--- config.mk ---
export PLATFORM = sky130hd
export DESIGN_NAME = waypoint_heading_pd_steer_flat
export DESIGN_NICKNAME = d
export VERILOG_FILES = /design/src/hw/rtl/wps_pkg.sv /design/src/hw/rtl/wps_if.sv /design/src/hw/rtl/wps_cordic.sv /design/src/hw/rtl/wps_mul.sv /design/src/hw/rtl/waypoint_heading_pd_steer.sv /design/src/flat_wrapper.sv
export SDC_FILE = /design/constraint.sdc
export NUM_CORES = 2
export LEC_CHECK = 0
export BUFFER_PORTS_ARGS = -buffer_cell sky130_fd_sc_hd__buf_2
export CAP_MARGIN = 30
export CORE_UTILIZATION = 50
export DETAILED_ROUTE_END_ITERATION = 7
export PLACE_DENSITY = 0.66
export SLEW_MARGIN = 20
export SYNTH_ARGS = -nofsm -noshare
export SYNTH_HDL_FRONTEND = slang
export SYNTH_SLANG_ARGS = --single-unit
--- constraint.sdc ---
create_clock -name clk_i -period 11.8 [get_ports clk_i]
set_input_delay 2.36 -clock clk_i [delete_from_list [all_inputs] [get_ports clk_i]]
set_output_delay 2.36 -clock clk_i [all_outputs]
set_load 0.01 [all_outputs]
--- src/hw/rtl/wps_pkg.sv ---
// shared constants, types and the arctangent table for the waypoint heading steer block
// no dependencies; every other rtl file imports this package
package wps_pkg;

  localparam int unsigned CORDIC_STEPS = 16;
  localparam int unsigned ATAN_ENTRIES = 24;
  localparam int unsigned ATAN_IDX_W   = $clog2(ATAN_ENTRIES);

  localparam int unsigned POS_W      = 31;
  localparam int unsigned DIFF_W     = POS_W + 1;
  localparam int unsigned HEAD_W     = 16;
  localparam int unsigned GUARD_BITS = 8;
  localparam int unsigned VEC_W      = 43;
  localparam int unsigned ANG_W      = 32;
  localparam int unsigned DEG_W      = 17;
  localparam int unsigned DERR_W     = DEG_W + 1;
  localparam int unsigned RANGE_W    = 32;
  localparam int unsigned STEER_W    = 10;
  localparam int unsigned GAIN_W     = 16;
  localparam int unsigned CFG_IDX_W  = 2;

  localparam int unsigned MUL_W  = 33;
  localparam int unsigned PROD_W = 2 * MUL_W;
  localparam int unsigned LOC_W  = 48;
  localparam int unsigned RSUM_W = 59;
  localparam int unsigned SUM_W  = 36;
  localparam int unsigned REM_W  = 18;

  localparam int unsigned DEG_SCALE = 92160;
  localparam int unsigned STEER_MOD = 360;
  localparam logic [31:0] INV_GAIN  = 32'h9B74_EDA8;
  localparam logic [31:0] HALF_TURN = 32'h8000_0000;
  localparam int unsigned ROUND_HALF = 32768;

  // ceil(2^27 / 360): the shifted product gives the exact quotient for dividends below 2^18
  localparam int unsigned REM_SHIFT = 27;
  localparam int unsigned REM_RECIP = ((1 << REM_SHIFT) + STEER_MOD - 1) / STEER_MOD;
  localparam int unsigned QUO_W     = 9;

  localparam logic [GAIN_W-1:0] PROP_GAIN_RST   = 16'd128;
  localparam logic [GAIN_W-1:0] DERIV_GAIN_RST  = 16'd1536;
  localparam logic [GAIN_W-1:0] LOCK_WINDOW_RST = 16'd512;

  typedef enum logic [CFG_IDX_W-1:0] {
    CFG_PROP_GAIN   = 2'd0,
    CFG_DERIV_GAIN  = 2'd1,
    CFG_LOCK_WINDOW = 2'd2
  } cfg_reg_e;

  // what the cordic unit hands back to the sequencer
  typedef struct packed {
    logic                    done;
    logic signed [VEC_W-1:0] x;
    logic [ANG_W-1:0]        z;
  } cordic_res_t;

  // arctangent of 2^-i as a 32 bit binary angle, truncated
  function automatic logic [ANG_W-1:0] atan_lut(input logic [ATAN_IDX_W-1:0] idx);
    logic [ANG_W-1:0] val;
    case (idx)
      5'd0:    val = 32'h2000_0000;
      5'd1:    val = 32'h12E4_051E;
      5'd2:    val = 32'h09FB_385B;
      5'd3:    val = 32'h0511_11D4;
      5'd4:    val = 32'h028B_0D43;
      5'd5:    val = 32'h0145_D7E1;
      5'd6:    val = 32'h00A2_F61E;
      5'd7:    val = 32'h0051_7C55;
      5'd8:    val = 32'h0028_BE53;
      5'd9:    val = 32'h0014_5F2F;
      5'd10:   val = 32'h000A_2F98;
      5'd11:   val = 32'h0005_17CC;
      5'd12:   val = 32'h0002_8BE6;
      5'd13:   val = 32'h0001_45F3;
      5'd14:   val = 32'h0000_A2F9;
      5'd15:   val = 32'h0000_517C;
      5'd16:   val = 32'h0000_28BE;
      5'd17:   val = 32'h0000_145F;
      5'd18:   val = 32'h0000_0A2F;
      5'd19:   val = 32'h0000_0517;
      5'd20:   val = 32'h0000_028B;
      5'd21:   val = 32'h0000_0145;
      5'd22:   val = 32'h0000_00A2;
      5'd23:   val = 32'h0000_0051;
      default: val = '0;
    endcase
    return val;
  endfunction

endpackage

--- src/hw/rtl/wps_if.sv ---
// valid/ready channel interfaces: pose input, steer result and register writes
// depends on wps_pkg for field widths
interface wps_in_if;
  import wps_pkg::*;
  logic                    valid;
  logic                    ready;
  logic signed [POS_W-1:0] pose_x;
  logic signed [POS_W-1:0] pose_y;
  logic signed [HEAD_W-1:0] pose_heading;
  logic signed [POS_W-1:0] goal_x;
  logic signed [POS_W-1:0] goal_y;

  modport source (output valid, pose_x, pose_y, pose_heading, goal_x, goal_y, input ready);
  modport sink   (input valid, pose_x, pose_y, pose_heading, goal_x, goal_y, output ready);
endinterface

interface wps_out_if;
  import wps_pkg::*;
  logic                      valid;
  logic                      ready;
  logic signed [STEER_W-1:0] steer_cmd;
  logic signed [DEG_W-1:0]   waypoint_bearing;
  logic [RANGE_W-1:0]        waypoint_range;
  logic                      heading_locked;

  modport source (output valid, steer_cmd, waypoint_bearing, waypoint_range, heading_locked,
                  input ready);
  modport sink   (input valid, steer_cmd, waypoint_bearing, waypoint_range, heading_locked,
                  output ready);
endinterface

interface wps_cfg_if;
  import wps_pkg::*;
  logic                 valid;
  logic                 ready;
  logic [CFG_IDX_W-1:0] index;
  logic [GAIN_W-1:0]    data;

  modport source (output valid, index, data, input ready);
  modport sink   (input valid, index, data, output ready);
endinterface

--- src/hw/rtl/wps_cordic.sv ---
// iterative cordic vectoring unit: one shift/add micro-rotation per cycle
// depends on wps_pkg (widths, step count, arctangent table)
module wps_cordic (
  input  logic                              clk_i,
  input  logic                              rst_ni,
  input  logic                              start_i,
  input  logic signed [wps_pkg::DIFF_W-1:0] dx_i,
  input  logic signed [wps_pkg::DIFF_W-1:0] dy_i,
  output wps_pkg::cordic_res_t              res_o
);
  import wps_pkg::*;

  localparam logic [ATAN_IDX_W-1:0] STEP_LAST = ATAN_IDX_W'(CORDIC_STEPS - 1);

  logic signed [VEC_W-1:0] x_q, x_d, y_q, y_d;
  logic signed [VEC_W-1:0] xs, ys, x_ext, y_ext;
  logic [ANG_W-1:0]        z_q, z_d;
  logic [ATAN_IDX_W-1:0]   step_q, step_d;
  logic                    busy_q, busy_d, done_q, done_d;

  assign x_ext = VEC_W'(dx_i) <<< GUARD_BITS;
  assign y_ext = VEC_W'(dy_i) <<< GUARD_BITS;
  assign xs    = x_q >>> step_q;
  assign ys    = y_q >>> step_q;

  always_comb begin
    x_d    = x_q;
    y_d    = y_q;
    z_d    = z_q;
    step_d = step_q;
    busy_d = busy_q;
    done_d = 1'b0;
    if (start_i) begin
      // left half plane: flip the vector and start from a half turn
      if (dx_i < 0) begin
        x_d = -x_ext;
        y_d = -y_ext;
        z_d = HALF_TURN;
      end else begin
        x_d = x_ext;
        y_d = y_ext;
        z_d = '0;
      end
      step_d = '0;
      busy_d = 1'b1;
    end else if (busy_q) begin
      if (y_q < 0) begin
        x_d = x_q - ys;
        y_d = y_q + xs;
        z_d = z_q - atan_lut(step_q);
      end else begin
        x_d = x_q + ys;
        y_d = y_q - xs;
        z_d = z_q + atan_lut(step_q);
      end
      if (step_q == STEP_LAST) begin
        busy_d = 1'b0;
        done_d = 1'b1;
      end else begin
        step_d = step_q + 1'b1;
      end
    end
  end

  always_ff @(posedge clk_i or negedge rst_ni) begin
    if (!rst_ni) begin
      busy_q <= 1'b0;
      done_q <= 1'b0;
      step_q <= '0;
    end else begin
      busy_q <= busy_d;
      done_q <= done_d;
      step_q <= step_d;
    end
  end

  always_ff @(posedge clk_i) begin
    x_q <= x_d;
    y_q <= y_d;
    z_q <= z_d;
  end

  assign res_o.done = done_q;
  assign res_o.x    = x_q;
  assign res_o.z    = z_q;

endmodule

--- src/hw/rtl/wps_mul.sv ---
// shared signed multiplier with a registered product
// depends on wps_pkg for operand widths
module wps_mul (
  input  logic                              clk_i,
  input  logic signed [wps_pkg::MUL_W-1:0]  a_i,
  input  logic signed [wps_pkg::MUL_W-1:0]  b_i,
  output logic signed [wps_pkg::PROD_W-1:0] p_o
);
  import wps_pkg::*;

  logic signed [PROD_W-1:0] p_q;

  always_ff @(posedge clk_i) begin
    p_q <= PROD_W'(a_i) * PROD_W'(b_i);
  end

  assign p_o = p_q;

endmodule

--- src/hw/rtl/waypoint_heading_pd_steer.sv ---
// top level of the waypoint heading pd steering controller: sequencer, pd step, remainder
// depends on wps_pkg, wps_if, wps_cordic and wps_mul
//
// One pose/goal item is taken when the block is idle. Its result is built in order: the
// cordic is started from the latched goal offset, runs CORDIC_STEPS (16) micro-rotations
// and hands the vector back; five issues of the shared 33x33 multiplier follow (bearing
// scale, two range partial products, proportional and derivative terms); the terms are
// added and truncated; the remainder by 360 is taken (a reciprocal multiply on the same
// multiplier and a correction); and the output register is loaded. A new item is taken
// only once the block is back in idle. Input ready returns as soon as the result sits in
// the output register, even if it is not yet taken; a stalled result holds the next item
// in its last step. Register writes are accepted every cycle; unknown register indexes
// are dropped.
module waypoint_heading_pd_steer (
  input  logic       clk_i,
  input  logic       rst_ni,
  wps_in_if.sink     in_i,
  wps_out_if.source  out_o,
  wps_cfg_if.sink    cfg_i
);
  import wps_pkg::*;

  typedef enum logic [3:0] {
    ST_IDLE,
    ST_LOAD,
    ST_CORDIC,
    ST_MUL_BEAR,
    ST_MUL_LO,
    ST_MUL_HI,
    ST_MUL_P,
    ST_MUL_D,
    ST_SUM,
    ST_TRUNC,
    ST_REM_MUL,
    ST_REM_FIX,
    ST_OUT
  } state_e;

  state_e state_q, state_d;

  logic [GAIN_W-1:0]        prop_q, prop_d, deriv_q, deriv_d, lockw_q, lockw_d;
  logic signed [DEG_W-1:0]  prev_q, prev_d;
  logic signed [DIFF_W-1:0] dx_q, dx_d, dy_q, dy_d;
  logic [HEAD_W-1:0]        hd_q, hd_d;
  logic                     zero_q, zero_d;
  logic signed [VEC_W-1:0]  xf_q, xf_d;
  logic [ANG_W-1:0]         bs_q, bs_d;
  logic signed [DEG_W-1:0]  bear_q, bear_d;
  logic [LOC_W-1:0]         loc_q, loc_d;
  logic [RANGE_W-1:0]       range_q, range_d;
  logic signed [SUM_W-1:0]  acc_q, acc_d;
  logic                     neg_q, neg_d;
  logic [REM_W-1:0]         rem_q, rem_d;

  logic                      out_valid_q, out_valid_d;
  logic signed [STEER_W-1:0] steer_q, steer_d;
  logic signed [DEG_W-1:0]   obear_q, obear_d;
  logic [RANGE_W-1:0]        orange_q, orange_d;
  logic                      locked_q, locked_d;

  logic                     cordic_start;
  cordic_res_t              cres;
  logic signed [MUL_W-1:0]  mul_a, mul_b;
  logic signed [PROD_W-1:0] prod;
  logic [PROD_W-1:0]        bsum;
  logic [RSUM_W-1:0]        rsum;
  logic [RSUM_W-25:0]       rshift;
  logic signed [DERR_W-1:0] derr;
  logic [SUM_W-1:0]         acc_mag;
  logic [QUO_W-1:0]         rem_quo;
  logic [REM_W-1:0]         rem_sub;
  logic [DEG_W-1:0]         bear_mag;

  wps_cordic u_cordic (
    .clk_i   (clk_i),
    .rst_ni  (rst_ni),
    .start_i (cordic_start),
    .dx_i    (dx_q),
    .dy_i    (dy_q),
    .res_o   (cres)
  );

  wps_mul u_mul (
    .clk_i (clk_i),
    .a_i   (mul_a),
    .b_i   (mul_b),
    .p_o   (prod)
  );

  assign in_i.ready  = (state_q == ST_IDLE);
  assign cfg_i.ready = 1'b1;

  assign out_o.valid            = out_valid_q;
  assign out_o.steer_cmd        = steer_q;
  assign out_o.waypoint_bearing = obear_q;
  assign out_o.waypoint_range   = orange_q;
  assign out_o.heading_locked   = locked_q;

  // round to nearest on the degree scale, ties rounded up toward positive
  assign bsum     = prod + (PROD_W'(1) << 31);
  assign rsum     = prod[RSUM_W-1:0] + RSUM_W'(loc_q[LOC_W-1:16]);
  assign rshift   = rsum[RSUM_W-1:24];
  assign derr     = DERR_W'(bear_q) - DERR_W'(prev_q);
  assign acc_mag  = acc_q[SUM_W-1] ? SUM_W'(-acc_q) : SUM_W'(acc_q);
  // quotient by 360 from the reciprocal product, then back to a multiple of 360
  assign rem_quo  = prod[REM_SHIFT+QUO_W-1:REM_SHIFT];
  assign rem_sub  = REM_W'(rem_quo) * REM_W'(STEER_MOD);
  assign bear_mag = bear_q[DEG_W-1] ? DEG_W'(-bear_q) : DEG_W'(bear_q);

  always_comb begin
    state_d     = state_q;
    prop_d      = prop_q;
    deriv_d     = deriv_q;
    lockw_d     = lockw_q;
    prev_d      = prev_q;
    dx_d        = dx_q;
    dy_d        = dy_q;
    hd_d        = hd_q;
    zero_d      = zero_q;
    xf_d        = xf_q;
    bs_d        = bs_q;
    bear_d      = bear_q;
    loc_d       = loc_q;
    range_d     = range_q;
    acc_d       = acc_q;
    neg_d       = neg_q;
    rem_d       = rem_q;
    out_valid_d = out_valid_q;
    steer_d     = steer_q;
    obear_d     = obear_q;
    orange_d    = orange_q;
    locked_d    = locked_q;
    cordic_start = 1'b0;
    mul_a       = '0;
    mul_b       = '0;

    if (cfg_i.valid) begin
      unique case (cfg_i.index)
        CFG_PROP_GAIN:   prop_d  = cfg_i.data;
        CFG_DERIV_GAIN:  deriv_d = cfg_i.data;
        CFG_LOCK_WINDOW: lockw_d = cfg_i.data;
        default: ;
      endcase
    end

    if (out_valid_q && out_o.ready) begin
      out_valid_d = 1'b0;
    end

    unique case (state_q)
      ST_IDLE: begin
        if (in_i.valid) begin
          dx_d    = DIFF_W'(in_i.goal_x) - DIFF_W'(in_i.pose_x);
          dy_d    = DIFF_W'(in_i.goal_y) - DIFF_W'(in_i.pose_y);
          hd_d    = in_i.pose_heading;
          zero_d  = (in_i.goal_x == in_i.pose_x) && (in_i.goal_y == in_i.pose_y);
          state_d = ST_LOAD;
        end
      end
      ST_LOAD: begin
        cordic_start = 1'b1;
        state_d      = ST_CORDIC;
      end
      ST_CORDIC: begin
        if (cres.done) begin
          xf_d    = cres.x;
          bs_d    = cres.z - {hd_q, 16'b0};
          state_d = ST_MUL_BEAR;
        end
      end
      ST_MUL_BEAR: begin
        mul_a   = MUL_W'($signed(bs_q));
        mul_b   = MUL_W'(DEG_SCALE);
        state_d = ST_MUL_LO;
      end
      ST_MUL_LO: begin
        bear_d  = zero_q ? '0 : $signed(bsum[DEG_W+31:32]);
        mul_a   = MUL_W'(xf_q[15:0]);
        mul_b   = MUL_W'(INV_GAIN);
        state_d = ST_MUL_HI;
      end
      ST_MUL_HI: begin
        loc_d   = prod[LOC_W-1:0];
        mul_a   = MUL_W'(xf_q[VEC_W-2:16]);
        mul_b   = MUL_W'(INV_GAIN);
        state_d = ST_MUL_P;
      end
      ST_MUL_P: begin
        if (zero_q || xf_q <= 0) begin
          range_d = '0;
        end else if (|rshift[RSUM_W-25:RANGE_W]) begin
          range_d = '1;
        end else begin
          range_d = rshift[RANGE_W-1:0];
        end
        mul_a   = MUL_W'(prop_q);
        mul_b   = MUL_W'(bear_q);
        state_d = ST_MUL_D;
      end
      ST_MUL_D: begin
        acc_d   = $signed(prod[SUM_W-1:0]) + SUM_W'(ROUND_HALF);
        mul_a   = MUL_W'(deriv_q);
        mul_b   = MUL_W'(derr);
        state_d = ST_SUM;
      end
      ST_SUM: begin
        acc_d   = acc_q + $signed(prod[SUM_W-1:0]);
        state_d = ST_TRUNC;
      end
      ST_TRUNC: begin
        // truncate toward zero: work on the magnitude, sign restored at the end
        neg_d   = acc_q[SUM_W-1];
        rem_d   = acc_mag[REM_W+15:16];
        state_d = ST_REM_MUL;
      end
      ST_REM_MUL: begin
        mul_a   = MUL_W'(rem_q);
        mul_b   = MUL_W'(REM_RECIP);
        state_d = ST_REM_FIX;
      end
      ST_REM_FIX: begin
        rem_d   = rem_q - rem_sub;
        state_d = ST_OUT;
      end
      ST_OUT: begin
        if (!out_valid_q || out_o.ready) begin
          out_valid_d = 1'b1;
          steer_d     = neg_q ? -STEER_W'(rem_q) : STEER_W'(rem_q);
          obear_d     = bear_q;
          orange_d    = range_q;
          locked_d    = (bear_mag <= DEG_W'(lockw_q));
          prev_d      = bear_q;
          state_d     = ST_IDLE;
        end
      end
      default: state_d = ST_IDLE;
    endcase
  end

  always_ff @(posedge clk_i or negedge rst_ni) begin
    if (!rst_ni) begin
      state_q     <= ST_IDLE;
      prop_q      <= PROP_GAIN_RST;
      deriv_q     <= DERIV_GAIN_RST;
      lockw_q     <= LOCK_WINDOW_RST;
      prev_q      <= '0;
      out_valid_q <= 1'b0;
    end else begin
      state_q     <= state_d;
      prop_q      <= prop_d;
      deriv_q     <= deriv_d;
      lockw_q     <= lockw_d;
      prev_q      <= prev_d;
      out_valid_q <= out_valid_d;
    end
  end

  always_ff @(posedge clk_i) begin
    dx_q     <= dx_d;
    dy_q     <= dy_d;
    hd_q     <= hd_d;
    zero_q   <= zero_d;
    xf_q     <= xf_d;
    bs_q     <= bs_d;
    bear_q   <= bear_d;
    loc_q    <= loc_d;
    range_q  <= range_d;
    acc_q    <= acc_d;
    neg_q    <= neg_d;
    rem_q    <= rem_d;
    steer_q  <= steer_d;
    obear_q  <= obear_d;
    orange_q <= orange_d;
    locked_q <= locked_d;
  end

endmodule

--- src/flat_wrapper.sv ---
// flat-port wrapper written by rule: the top's interface ports become plain ports
module waypoint_heading_pd_steer_flat import wps_pkg::*;
  (clk_i, rst_ni, in_i_valid, in_i_pose_x, in_i_pose_y, in_i_pose_heading, in_i_goal_x, in_i_goal_y, in_i_ready, out_o_valid, out_o_steer_cmd, out_o_waypoint_bearing, out_o_waypoint_range, out_o_heading_locked, out_o_ready, cfg_i_valid, cfg_i_index, cfg_i_data, cfg_i_ready);
  wps_in_if in_i_i ();
  wps_out_if out_o_i ();
  wps_cfg_if cfg_i_i ();
  input  logic clk_i;
  input  logic rst_ni;
  input wire logic [$bits(in_i_i.valid)-1:0] in_i_valid;
  input wire logic [$bits(in_i_i.pose_x)-1:0] in_i_pose_x;
  input wire logic [$bits(in_i_i.pose_y)-1:0] in_i_pose_y;
  input wire logic [$bits(in_i_i.pose_heading)-1:0] in_i_pose_heading;
  input wire logic [$bits(in_i_i.goal_x)-1:0] in_i_goal_x;
  input wire logic [$bits(in_i_i.goal_y)-1:0] in_i_goal_y;
  output wire logic [$bits(in_i_i.ready)-1:0] in_i_ready;
  output wire logic [$bits(out_o_i.valid)-1:0] out_o_valid;
  output wire logic [$bits(out_o_i.steer_cmd)-1:0] out_o_steer_cmd;
  output wire logic [$bits(out_o_i.waypoint_bearing)-1:0] out_o_waypoint_bearing;
  output wire logic [$bits(out_o_i.waypoint_range)-1:0] out_o_waypoint_range;
  output wire logic [$bits(out_o_i.heading_locked)-1:0] out_o_heading_locked;
  input wire logic [$bits(out_o_i.ready)-1:0] out_o_ready;
  input wire logic [$bits(cfg_i_i.valid)-1:0] cfg_i_valid;
  input wire logic [$bits(cfg_i_i.index)-1:0] cfg_i_index;
  input wire logic [$bits(cfg_i_i.data)-1:0] cfg_i_data;
  output wire logic [$bits(cfg_i_i.ready)-1:0] cfg_i_ready;
  assign in_i_i.valid = in_i_valid;
  assign in_i_i.pose_x = in_i_pose_x;
  assign in_i_i.pose_y = in_i_pose_y;
  assign in_i_i.pose_heading = in_i_pose_heading;
  assign in_i_i.goal_x = in_i_goal_x;
  assign in_i_i.goal_y = in_i_goal_y;
  assign in_i_ready = in_i_i.ready;
  assign out_o_valid = out_o_i.valid;
  assign out_o_steer_cmd = out_o_i.steer_cmd;
  assign out_o_waypoint_bearing = out_o_i.waypoint_bearing;
  assign out_o_waypoint_range = out_o_i.waypoint_range;
  assign out_o_heading_locked = out_o_i.heading_locked;
  assign out_o_i.ready = out_o_ready;
  assign cfg_i_i.valid = cfg_i_valid;
  assign cfg_i_i.index = cfg_i_index;
  assign cfg_i_i.data = cfg_i_data;
  assign cfg_i_ready = cfg_i_i.ready;
  waypoint_heading_pd_steer u_core (.clk_i(clk_i), .rst_ni(rst_ni), .in_i(in_i_i), .out_o(out_o_i), .cfg_i(cfg_i_i));
endmodule
==> out/metrics.cfg <==
[outcome]
status = complete, no violations

[die]
die_area_um2 = 158000
initial_core_util_pct = 50.6
die_h_um = 397
num_rows = 144
core_um2 = 155000
die_x_um = 397
io_pins = 226

[sta]
tns_ps = 0
slew-limit-headroom_pct = 27.5
period_minus_slack_ps = 11210
hold_violations = 0
tightestPinTransition_ps = 1090
grt_setup_unrepaired = false
fin_crit_sh_pct = 95.0
achievable-frequency_mhz = 89.2
setup_viol = 0
fin_skew_ps = 83.2
slew_viol_final = 0
setup_ws_ps = 594

[critical_path]
cp_top_family = adder cells
r2r-start = u_core.bear_q[1]
worstSetupEndpointType = register
startpoint_type = register
worstSetupStartpoint = u_core.bear_q[1]
cp_common_cell = fa_1
r2r-end = u_core.u_mul.p_o[39]
crit_required_ps = 12430
rrSetupSlack_ps = 590
slowest_stage = or4b_2
worstPathArrival_ps = 11830
cpPeakStageDelay_ps = 720
r2r_cells = 41
critPathBufInv = 10
crit_path_max_fanout = 17
worstSetupPathType = register to register

[route]
ant_nets = 0
wirelength_um = 245000
drc_errors = 0
first_pass_iters = 6
viasPerCell = 5.74
vias = 60700
wl_per_cell_um = 23.2
dr.first_iter.drc_count = 5375

[synth]
yosysWarnings = 0
syn_inst = 8053
synth-edff-count = 470
netlist_area_um2 = 78200
synth-seq-cells = 606
syn_avg_cell_area_um2 = 9.70
ys_seq_area_share_pct = 22.0
synthArstFlopShare_pct = 12.7
synth_flop_cell = edfxtp_1
ys_types = 104

[worst_hold_path]
min_to = u_core.out_o.waypoint_range[9]
worstHoldStart = u_core.range_q[9]
holdCritPathClass = register to register
min_delay_path_depth = 0

[place]
hpwl_um = 202000
io_buffers = 224
gp_congestion = 1.01
postPlaceCellArea_um2 = 82600
pre_cts_slack_ps = 660

[clock_tree]
path_clk_slew_ps = 60
tritoncts = built
cts_buffers = 76
cts_setup_buffers = 0
postCtsHoldBufs = 0
root_buffer = clkbuf_16
clock_path_buffers = 3
cts.sinks = 606
clk_latency_ps = 720
htreeDepth = 3

[final_layout]
nets = 10200
layout-drive-gt1-share_pct = 8.51
fill_cells = 13900
seqCellArea_um2 = 17200
stdcell_area_um2 = 85300
syn_to_final_growth_pct = 9.16
multiInputGateArea_um2 = 55400

[grt]
grt_max_degree = 89
gr-usage-all-layers_pct = 31.2
antenna_found_initial = 15
grt_pass1_wl_um = 372000
overflow = 0
grt_pass1_vias = 61600

[run]
drv_cap = 0

worst register-to-register path: cells and delay by family (launching register included):
family | cells | cell delay (ps)
flops | 1 | 510
fa+ha+maj | 10 | 4220
buf+inv | 10 | 1200
xor+xnor | 1 | 130
simple gates | 6 | 1760
compound gates | 14 | 3310
cells in the mapped netlist (41+ instances only):
master / n / share of area, %
inv_1: 1396 / 6.7
fa_1: 1000 / 26
nand2_1: 712 / 3.4
ha_1: 548 / 8.8
nor2_1: 496 / 2.4
edfxtp_1: 470 / 18
a21oi_1: 397 / 2.5
o21ai_0: 374 / 2.4
xnor2_1: 359 / 4.0
clkbuf_1: 188 / 0.90
xor2_1: 181 / 2.0
a21o_1: 160 / 1.5
nand3_1: 107 / 0.69
mux2i_1: 94 / 1.2
mux2_2: 87 / 1.3
nor3_1: 82 / 0.53
nand2b_1: 74 / 0.59
dfrtp_1: 73 / 2.3
and2_1: 72 / 0.58
mux4_2: 70 / 2.0
o21a_1: 67 / 0.64
nor2b_1: 65 / 0.52
and3_1: 64 / 0.51
a22oi_1: 60 / 0.58
dfxtp_1: 59 / 1.5
o31ai_1: 56 / 0.54
a31oi_1: 53 / 0.42
nand4_1: 45 / 0.36
or3_1: 45 / 0.36
a211oi_1: 41 / 0.39
per-stage QoR:
| stage | std cells | hold slack [ps] | utilization, % |
|---|---|---|---|
| 6_report | 10600 | 418 | 55.2 |
| 5_1_grt | 10600 | 420 | 55.2 |
| 4_1_cts | 10600 | 420 | 55.2 |
| 3_5_place_dp | 10400 | 405 | 53.4 |
| 3_3_place_gp | 10400 | 400 | 53.4 |
| 2_1_floorplan | 8306 | 400 | - |
area by class of cell:
class                           instances  share of cell area [%]
Inverter                             1401                    6.17
Antenna cell                            2                 0.00587
Tap cell                             2044                    3.00
Sequential cell                       606                    20.2
Clock buffer                           88                    2.32
Multi-Input combinational cell       6019                    64.9
Clock inverter                         50                   0.813
Timing Repair Buffer                  359                    2.56
sequential cells by signal (all words and copies together) (netlist names), 4 cells and up:
signal                         flops
u_core.lockw_q                    16
u_core.dy_q                       32
u_core.xf_q                       43
u_core.out_o.waypoint_range       32
u_core.prev_q                     17
u_core.hd_q                       16
u_core.bear_q                     17
u_core.u_mul.p_o                  59
u_core.u_cordic.z_q               32
u_core.dx_q                       32
u_core.acc_q                      36
u_core.u_cordic.step_q             5
u_core.bs_q                       32
u_core.out_o.waypoint_bearing     17
u_core.range_q                    32
u_core.state_q                     4
u_core.rem_q                      18
u_core.u_cordic.y_q               43
u_core.loc_q                      32
u_core.out_o.steer_cmd            10
u_core.deriv_q                    16
u_core.u_cordic.x_q               43
u_core.prop_q                     16
worst max-delay path by stage:
stage | to | slack, ps | cells past startpoint
final | u_core.u_mul.p_o[39] | 590 | 41
after global routing | u_core.u_mul.p_o[58] | 80 | 44
after CTS | u_core.u_mul.p_o[46] | 610 | 39
after detailed placement | u_core.u_mul.p_o[46] | 660 | 39
after global placement | u_core.u_mul.p_o[39] | 780 | 41
after floorplan | u_core.u_mul.p_o[46] | 1510 | 44
routing by layer:
layer  part of all wire [%]  routed length [µm]  track usage [%]  vias up
li1                       -                   -                -    27500
met1                     42              102000             42.0    30300
met2                     45              110000             49.3     2458
met3                    8.2               20100             5.81      516
met4                    5.1               12400             13.8       14
met5                  0.053                 131                0        -
cells by family (layout without fill, tap and decap cells):
| kind of cell | Yosys count | in the layout | share of synthesized area [%] |
|---|---|---|---|
| AO/OA/AOI/OAI | 1486 | 1486 | 12.0 |
| XOR/XNOR | 540 | 540 | 6.05 |
| adder cells (fa/ha/maj) | 1549 | 1549 | 34.4 |
| buffers and inverters | 1681 | 1898 | 8.45 |
| flip-flops | 606 | 606 | 22.0 |
| multiplexers | 290 | 290 | 5.79 |
| other | 2 | 257 | 0.00961 |
| AND/OR/NAND/NOR | 1899 | 1899 | 11.3 |
cells in the final DEF, fill, tap and decap left out, types with 72 or more instances in the layout:
cell type / count
o21ai_0: 371
mux2_2: 87
xor2_1: 181
nor3_1: 79
nand2_1: 711
a21o_1: 160
conb_1: 255
ha_1: 548
buf_2: 223
fa_1: 1000
xnor2_1: 359
mux2i_1: 94
nand3_1: 107
nand2b_1: 72
clkbuf_16: 77
buf_4: 132
inv_1: 1395
a21oi_1: 396
edfxtp_1: 470
nor2_1: 492
timing repair:
item,4_1_cts,5_1_grt
endpoints found under the setup margin,0,3
gates resized for setup,0,2
hold endpoints to repair,0,0
Power is not shown: default switching activity piles up to over one toggle a cycle in this logic, so the estimate is an artifact.
